===== src/ctpt_pkg.sv =====
// Shared types and constants of the contact table proximity tracker.
// Depends on nothing; the top level takes it in by a wildcard import.
package ctpt_pkg;

   localparam int TBL_DEPTH = 32;
   localparam int ADDR_W    = (TBL_DEPTH > 1) ? $clog2(TBL_DEPTH) : 1;
   localparam int CNT_W     = $clog2(TBL_DEPTH + 1);

   localparam int MAC_W  = 48;
   localparam int TIME_W = 63;
   localparam int GAP_W  = 64;
   localparam int CFG_W  = 40;
   localparam int CSR_W  = 2;

   typedef logic [1:0] status_type;
   localparam status_type STATUS_ADDED   = 2'd0;
   localparam status_type STATUS_UPDATED = 2'd1;
   localparam status_type STATUS_FULL    = 2'd2;
   localparam status_type STATUS_UPLOAD  = 2'd3;

   localparam logic OP_SIGHTING = 1'b0;
   localparam logic OP_UPLOAD   = 1'b1;

   localparam logic [CSR_W-1:0] CSR_MIN_GAP = 2'd0;
   localparam logic [CSR_W-1:0] CSR_MAX_GAP = 2'd1;
   localparam logic [CSR_W-1:0] CSR_FORGET  = 2'd2;

   localparam logic [CFG_W-1:0] MIN_GAP_RESET = 40'd2400000;
   localparam logic [CFG_W-1:0] MAX_GAP_RESET = 40'd12000000;
   localparam logic [CFG_W-1:0] FORGET_RESET  = 40'd12096000000;

   // One table entry: address, last sighting time and far mark.
   typedef struct packed {
      logic [MAC_W-1:0]  mac;
      logic [TIME_W-1:0] stamp;
      logic              far;
   } entry_type;

endpackage


===== src/contact_table_proximity_tracker.sv =====
// Top level of the contact table proximity tracker: sequencer, table memory,
// configuration registers and result register. Depends on ctpt_pkg.

// A word is accepted when start is high and busy is low; busy then stays high
// until the word is finished. All table entries live in one synchronous memory
// of TBL_DEPTH entries with a registered read; the sequencer streams one read
// per cycle through it while it scans. A sighting gives one result word; an
// upload gives one word per near, unexpired contact in table order and then
// an end marker with rsp_last set. Each result is shown for exactly one cycle
// while rsp_valid is high and the receiver cannot stall it, so it must take
// every result word as it comes. Configuration writes are always ready and
// should only be made while busy is low.
module contact_table_proximity_tracker
   import ctpt_pkg::*;
(
   input  logic                clock,
   input  logic                reset,
   // Input channel
   input  logic                start,
   output logic                busy,
   input  logic                req_operation,
   input  logic [MAC_W-1:0]    req_mac_id,
   input  logic [TIME_W-1:0]   req_time_us,
   // Result channel
   output logic                rsp_valid,
   output logic [1:0]          rsp_status,
   output logic                rsp_near,
   output logic                rsp_has_entry,
   output logic [MAC_W-1:0]    rsp_contact_mac,
   output logic                rsp_last,
   // Configuration channel
   input  logic                csr_valid,
   output logic                csr_ready,
   input  logic [CSR_W-1:0]    csr_index,
   input  logic [CFG_W-1:0]    csr_wdata
);

   typedef enum logic [1:0] {
      S_IDLE,
      S_SCAN,
      S_GAP,
      S_DECIDE
   } state_type;

   // Control state
   state_type          state_ff, state_in;
   logic [CNT_W-1:0]   cnt_ff, cnt_in;
   logic [CNT_W-1:0]   rd_idx_ff, rd_idx_in;
   logic               pend_ff, pend_in;
   logic               rsp_valid_ff, rsp_valid_in;
   logic [CFG_W-1:0]   min_gap_ff, min_gap_in;
   logic [CFG_W-1:0]   max_gap_ff, max_gap_in;
   logic [CFG_W-1:0]   forget_ff, forget_in;

   // Payload of the word in flight and of the result register
   logic               op_ff, op_in;
   logic [MAC_W-1:0]   mac_ff, mac_in;
   logic [TIME_W-1:0]  now_ff, now_in;
   logic [ADDR_W-1:0]  pend_idx_ff, pend_idx_in;
   logic [ADDR_W-1:0]  hit_idx_ff, hit_idx_in;
   logic [TIME_W-1:0]  hit_time_ff, hit_time_in;
   logic [GAP_W-1:0]   gap_ff, gap_in;
   status_type         rsp_status_ff, rsp_status_in;
   logic               rsp_near_ff, rsp_near_in;
   logic               rsp_has_entry_ff, rsp_has_entry_in;
   logic [MAC_W-1:0]   rsp_mac_ff, rsp_mac_in;
   logic               rsp_last_ff, rsp_last_in;

   // Table memory
   entry_type          mem_ram [TBL_DEPTH];
   entry_type          mem_q_ff;
   logic [ADDR_W-1:0]  mem_rd_addr;
   logic               wr_en;
   logic [ADDR_W-1:0]  wr_addr;
   entry_type          wr_data;

   logic               issue;
   logic               near_hit;
   logic               fresh;

   assign busy      = (state_ff != S_IDLE);
   assign csr_ready = 1'b1;

   assign rsp_valid       = rsp_valid_ff;
   assign rsp_status      = rsp_status_ff;
   assign rsp_near        = rsp_near_ff;
   assign rsp_has_entry   = rsp_has_entry_ff;
   assign rsp_contact_mac = rsp_mac_ff;
   assign rsp_last        = rsp_last_ff;

   // One read is launched per scan cycle while entries remain; its data
   // comes back from the memory in the next cycle, tagged by pend_ff.
   assign issue       = (state_ff == S_SCAN) && (rd_idx_ff < cnt_ff);
   assign mem_rd_addr = rd_idx_ff[ADDR_W-1:0];

   // An entry is uploaded when it is near and its age has not passed the
   // forget window. Stored times are below 2^63, so the 64-bit sum is exact.
   assign fresh = ({1'b0, now_ff} <=
                   ({1'b0, mem_q_ff.stamp} + {{(GAP_W-CFG_W){1'b0}}, forget_ff}));

   // Both gap bounds are exclusive; a backwards time wraps to a huge gap.
   assign near_hit = (gap_ff > {{(GAP_W-CFG_W){1'b0}}, min_gap_ff}) &&
                     (gap_ff < {{(GAP_W-CFG_W){1'b0}}, max_gap_ff});

   always_comb begin
      state_in         = state_ff;
      cnt_in           = cnt_ff;
      rd_idx_in        = rd_idx_ff;
      pend_in          = issue;
      pend_idx_in      = rd_idx_ff[ADDR_W-1:0];
      op_in            = op_ff;
      mac_in           = mac_ff;
      now_in           = now_ff;
      hit_idx_in       = hit_idx_ff;
      hit_time_in      = hit_time_ff;
      gap_in           = gap_ff;
      min_gap_in       = min_gap_ff;
      max_gap_in       = max_gap_ff;
      forget_in        = forget_ff;
      rsp_valid_in     = 1'b0;
      rsp_status_in    = STATUS_ADDED;
      rsp_near_in      = 1'b0;
      rsp_has_entry_in = 1'b0;
      rsp_mac_in       = '0;
      rsp_last_in      = 1'b0;
      wr_en            = 1'b0;
      wr_addr          = hit_idx_ff;
      wr_data          = '{mac: mac_ff, stamp: now_ff, far: 1'b1};

      if (csr_valid && csr_ready) begin
         case (csr_index)
            CSR_MIN_GAP: min_gap_in = csr_wdata;
            CSR_MAX_GAP: max_gap_in = csr_wdata;
            CSR_FORGET:  forget_in  = csr_wdata;
            default: ;
         endcase
      end

      if (issue) begin
         rd_idx_in = rd_idx_ff + 1'b1;
      end

      case (state_ff)
         S_IDLE: begin
            pend_in = 1'b0;
            if (start) begin
               op_in     = req_operation;
               mac_in    = req_mac_id;
               now_in    = req_time_us;
               rd_idx_in = '0;
               state_in  = S_SCAN;
            end
         end

         S_SCAN: begin
            if (pend_ff) begin
               if (op_ff == OP_UPLOAD) begin
                  if (!mem_q_ff.far && fresh) begin
                     rsp_valid_in     = 1'b1;
                     rsp_status_in    = STATUS_UPLOAD;
                     rsp_near_in      = 1'b1;
                     rsp_has_entry_in = 1'b1;
                     rsp_mac_in       = mem_q_ff.mac;
                  end
               end else if (mem_q_ff.mac == mac_ff) begin
                  // Known address: stop the scan and work out the gap.
                  hit_idx_in  = pend_idx_ff;
                  hit_time_in = mem_q_ff.stamp;
                  pend_in     = 1'b0;
                  state_in    = S_GAP;
               end
            end else if (!issue) begin
               // Every stored entry has been looked at.
               rsp_valid_in = 1'b1;
               rsp_last_in  = 1'b1;
               state_in     = S_IDLE;
               if (op_ff == OP_UPLOAD) begin
                  rsp_status_in = STATUS_UPLOAD;
               end else if (cnt_ff == CNT_W'(TBL_DEPTH)) begin
                  rsp_status_in = STATUS_FULL;
               end else begin
                  rsp_status_in = STATUS_ADDED;
                  wr_en         = 1'b1;
                  wr_addr       = cnt_ff[ADDR_W-1:0];
                  cnt_in        = cnt_ff + 1'b1;
               end
            end
         end

         S_GAP: begin
            pend_in  = 1'b0;
            gap_in   = {1'b0, now_ff} - {1'b0, hit_time_ff};
            state_in = S_DECIDE;
         end

         S_DECIDE: begin
            pend_in       = 1'b0;
            wr_en         = 1'b1;
            wr_addr       = hit_idx_ff;
            wr_data.far   = !near_hit;
            rsp_valid_in  = 1'b1;
            rsp_status_in = STATUS_UPDATED;
            rsp_near_in   = near_hit;
            rsp_last_in   = 1'b1;
            state_in      = S_IDLE;
         end

         default: begin
            pend_in  = 1'b0;
            state_in = S_IDLE;
         end
      endcase
   end

   always_ff @(posedge clock) begin
      op_ff            <= op_in;
      mac_ff           <= mac_in;
      now_ff           <= now_in;
      pend_idx_ff      <= pend_idx_in;
      hit_idx_ff       <= hit_idx_in;
      hit_time_ff      <= hit_time_in;
      gap_ff           <= gap_in;
      rsp_status_ff    <= rsp_status_in;
      rsp_near_ff      <= rsp_near_in;
      rsp_has_entry_ff <= rsp_has_entry_in;
      rsp_mac_ff       <= rsp_mac_in;
      rsp_last_ff      <= rsp_last_in;
      if (reset) begin
         state_ff     <= S_IDLE;
         cnt_ff       <= '0;
         rd_idx_ff    <= '0;
         pend_ff      <= 1'b0;
         rsp_valid_ff <= 1'b0;
         min_gap_ff   <= MIN_GAP_RESET;
         max_gap_ff   <= MAX_GAP_RESET;
         forget_ff    <= FORGET_RESET;
      end else begin
         state_ff     <= state_in;
         cnt_ff       <= cnt_in;
         rd_idx_ff    <= rd_idx_in;
         pend_ff      <= pend_in;
         rsp_valid_ff <= rsp_valid_in;
         min_gap_ff   <= min_gap_in;
         max_gap_ff   <= max_gap_in;
         forget_ff    <= forget_in;
      end
   end

   // Table memory. Writes happen only on the last cycle of a word, and the
   // next word cannot launch a read before the following cycle, so a read
   // never races a write to the same entry.
   always_ff @(posedge clock) begin
      if (wr_en) begin
         mem_ram[wr_addr] <= wr_data;
      end
      mem_q_ff <= mem_ram[mem_rd_addr];
   end

`ifndef SYNTHESIS
   // The final result of a word is shown only after the sequencer is idle.
   a_last_when_idle: assert property (@(posedge clock) disable iff (reset)
      (rsp_valid && rsp_last) |-> !busy)
      else $error("final result shown while the sequencer is busy");

   // Upload entries come out only while the scan is still running.
   a_entry_while_busy: assert property (@(posedge clock) disable iff (reset)
      (rsp_valid && !rsp_last) |-> busy)
      else $error("non-final result shown after the word finished");

   // The table never holds more entries than it has room for.
   a_count_bound: assert property (@(posedge clock) disable iff (reset)
      cnt_ff <= CNT_W'(TBL_DEPTH))
      else $error("entry count above table depth");

   // Writes go to a stored entry or append right after the last one.
   a_write_in_range: assert property (@(posedge clock) disable iff (reset)
      wr_en |-> ({{(CNT_W-ADDR_W){1'b0}}, wr_addr} <= cnt_ff))
      else $error("table write beyond the fill level");

   // After a word finishes, the entry count grew by at most one.
   a_count_step: assert property (@(posedge clock) disable iff (reset)
      $fell(busy) |-> ((cnt_ff == $past(cnt_ff)) ||
                       (cnt_ff == $past(cnt_ff) + 1'b1)))
      else $error("entry count moved by more than one");
`endif

endmodule

===== config.mk =====
export PLATFORM = sky130hd
export DESIGN_NAME = contact_table_proximity_tracker
export DESIGN_NICKNAME = d
export VERILOG_FILES = /design/src/ctpt_pkg.sv /design/src/contact_table_proximity_tracker.sv
export SDC_FILE = /design/constraint.sdc
export NUM_CORES = 2
export LEC_CHECK = 0
export ABC_AREA = 0
export ABC_CLOCK_PERIOD_IN_PS = 9450
export BUFFER_PORTS_ARGS = -buffer_cell sky130_fd_sc_hd__clkbuf_2
export CAP_MARGIN = 20
export CORE_UTILIZATION = 58
export DETAILED_ROUTE_END_ITERATION = 16
export PLACE_DENSITY = 0.76
export SYNTH_ARGS = -nofsm -noshare
export SYNTH_HDL_FRONTEND = slang
export SYNTH_SLANG_ARGS = --single-unit

===== constraint.sdc =====
create_clock -name clock -period 9.45 [get_ports clock]
set_input_delay 0.945 -clock clock [delete_from_list [all_inputs] [get_ports clock]]
set_output_delay 0.945 -clock clock [all_outputs]
set_load 0.005 [all_outputs]

==> summary.md <==
| Metric | Value |
|---|---|
| Die ar. | ~280000 sq um |
| Crit path time final | around 8 ns |
| Setup ws final | 1.396 ns |
| Global route overflow | 0 |
| TritonCTS clock tree | built |
| Area of the core | about 280000 sq um |
| Post-DR wirelength/cell | around 34 um |
| Post-CTS sizing | 0 |
| Critical Path Source | forget_ff[0] |
| H-Tree Depth | 5 |
| Routed wire length | between 400000 and 500000 um |
| Initial Util | between 50% and 60% |
| Hold Path End | mac_ff[26] |
| Critical R2R Capture | rsp_contact_mac[0] |
| RSZ-0062 raised after global routing | false |
| Syn_area_per_cell | about 21 sq um |
| Synthesized area | roughly 160000 sq um |
| Main synth FF type | edfxtp_1 |
| Clock sinks | around 4100 |
| Post-synth EDFFs | ~3800 |
| DP Area | roughly 170000 sq um |
| Antenna violations before repair | 17 |
| Largest net degree at the start of global routing | 160 |
| Share of cells above drive strength 1 | 27.18% |
| Iteration-0 DRC Markers | roughly 12000 |
| Achievable frequency | ~120 MHz |
| Max rail drop VDD | between 0.00015 and 0.0002 V |
| Worst Path Required | between 10 and 15 ns |
| Clk slew on worst S/H paths | approximately 0.06 ns |
| Post-synth top cells | edfxtp_1, mux4_2, dfxtp_1 |
| Post-route cell area | around 180000 sq um |
| Clock Root Buffer | clkbuf_16 |
| Max-slew headroom | about a fifth |
| Most common cell in the synthesized netlist | edfxtp_1 |
| # setup viols final | 0 |
| Leak | about 58 nW |
| Seq/Total Area, Yosys | roughly three quarters |
| Worst reg2reg startpoint | forget_ff[0] |
| Tightest Hold Check Type | input port to flip-flop |
| Fin. max-slew vios | 0 |
| First-pass GRT wire length | about 590000 um |
| P per Cell Area | ~210 nW/um^2 |
| Synthesized flop and latch total | approximately 4100 |
| Die width | 530.0 um |
| Synth warn | 0 |
| Hold depth | 1 |
| Mapped Nets | between 8000 and 9000 |
| Final GP Congestion | around 0.9 |
| Maximum fanout along the worst path | 37 |
| Crit Path Class | flip-flop to flip-flop |
| Pre-CTS WS | ~1.6 ns |
| # rows | between 150 and 200 |
| Worst setup SP type | flip-flop |
| GRT Util Overall | 29.81% |
| Layout area overhead | 12.35% |
| CTS buffer count | 397 |
| Arr. time, crit path | 8.88 ns |
| NumNets Final | around 8600 |
| Vias in the first global route | approximately 83000 |
| Top cells by area, synth | edfxtp_1, mux4_2, dfxtp_1 |
| Hold path startpoint | req_mac_id[26] |
| Asr flop ratio synth | 0% |
| Final Skew | a little under 0.09 ns |
| Share of the synthesized area in the top cell type | between 70% and 80% |
| Vias per std cell | approximately 6.7 |
| Flop-to-flop setup slack | ~1.4 ns |
| Leading area contributor after synthesis | edfxtp_1 |
| Hold Fails Final Rpt | 0 |
| Setup TNS | 0 ns |
| Synth Instances | around 7700 |
| Clk Latency, worst-skew pair | 0.98 ns |
| Worst-margin pin slew | between 1 and 1.5 ns |
| Critical Path End Type | flip-flop |
| Max Buffers Root-to-Sink | 4 |
| # Max-Cap Violations | 0 |
| Number of distinct library cells after synthesis | 80 |
| Post-CTS Setup Bufs | 0 |
| # hold bufs at CTS | 0 |
| Drt first pass iters | 8 |
| Number of remaining DRC errors | 0 |
| Routed Antenna Nets | 0 |
| Buffers on Ports | roughly 210 |
| Final period util | between 80% and 90% |
| Vias | between 80000 and 90000 |
| FF-to-FF path depth | 23 |
| Outcome | completed |
| Die H | 530.0 um |
| IO Count | between 200 and 250 |
| Detailed Place HPWL | between 200000 and 250000 um |
worst max path at each step:
stage | to | cells past startpoint | slack, ns
CTS | rsp_contact_mac[0] | 23 | 1.50
finish | rsp_contact_mac[0] | 23 | 1.40
global placement | rsp_contact_mac[3] | 23 | 1.70
detailed placement | rsp_contact_mac[41] | 23 | 1.65
floorplan | mem_ram[16][0] | 12 | 1.56
global route | rsp_contact_mac[1] | 23 | 1.10
state kept, by name (all words and copies together), names as in the netlist, 2 cells and up, named ones only:
name             cells
rsp_status           2
cnt_ff               6
mem_ram           3584
max_gap_ff          40
min_gap_ff          40
rd_idx_ff            6
now_ff              63
rsp_contact_mac     48
gap_ff              64
forget_ff           40
mem_q_ff           112
mac_ff              48
pend_idx_ff          5
hit_idx_ff           5
hit_time_ff         63
where the power goes:
| group | internal [W] | switching, W | leakage [nW] | total, W |
|---|---|---|---|---|
| clock | 0.00906 | 0.00692 | 6.37 | 0.0160 |
| sequential | 0.0201 | 0.000128 | 37.1 | 0.0203 |
| combinational | 0.000376 | 0.000687 | 14.2 | 0.00106 |
cell families after synthesis:
family,Yosys count,synth area share [%]
buffers and inverters,545,1.292
adders and majority gates,255,1.983
DFF,4134,74.89
other,1,0.002319
xor gates and xnor gates,156,0.8451
AOI/OAI and AO/OA,600,2.400
and+or+nand+nor,757,2.205
muxes,1233,16.39
per-layer routing:
layer,vias to the layer above,global-route usage (%),wire length [um]
li1,32680,-,-
met1,42710,41.46,153000
met2,5511,48.33,203100
met3,923,5.053,45110
met4,14,10.38,16330
met5,-,0,84
per-stage QoR:
step	std cells	total power, W	hold WS [ns]	util [%]
floorplan	7681	0.02124	0.3529	-
global placement	11460	0.02162	0.3870	60.76
detailed placement	11470	0.02167	0.3895	60.80
CTS	12200	0.03740	0.08218	65.53
global route	12210	0.03816	0.09941	65.64
finish	12210	0.03730	0.1375	65.64
cell type report:
cell class	instances	area, sq um
Clock inverter	211	2307
Sequential cell	4134	121100
Tap cell	3705	4636
Fill cell	17240	95080
Timing Repair Buffer	431	3256
Clock buffer	519	10790
Multi-Input combinational cell	3002	38790
Antenna cell	4	10.01
Inverter	205	774.5
placed cells by master (no fill, tap or decap), types with 69 or more instances in the layout:
cell | netlist | layout
clkbuf_1 | 286 | 88
nand2_1 | 302 | 302
a21oi_1 | 231 | 231
a21o_1 | 103 | 103
edfxtp_1 | 3828 | 3828
clkinv_2 | 0 | 69
mux4_2 | 1120 | 1120
xor2_1 | 76 | 76
inv_1 | 204 | 204
nor2_1 | 155 | 122
clkbuf_16 | 0 | 402
clkbuf_2 | 0 | 211
ha_1 | 253 | 253
mux2_2 | 112 | 112
xnor2_1 | 80 | 80
buf_4 | 1 | 184
o21ai_0 | 72 | 72
dfxtp_1 | 306 | 301
critical path, stage by stage (launching register included):
cell	delay [ns]
dfxtp_1	0.31
ha_1	0.25
fa_1	0.43
a21oi_1	0.25
o21ai_1	0.15
o22ai_1	0.42
o31ai_2	0.18
a21oi_1	0.42
o31ai_2	0.17
a21oi_1	0.32
o21a_1	0.56
nor4_1	0.16
xnor2_1	0.18
ha_1	0.31
nand3_1	0.08
or2_2	0.31
nor4_1	0.80
o311ai_0	0.32
a21boi_0	0.25
a31o_1	0.18
o41a_1	0.43
or3_1	0.74
inv_6	0.33
and2_1	0.31
Power figures use the tool's default switching activity.
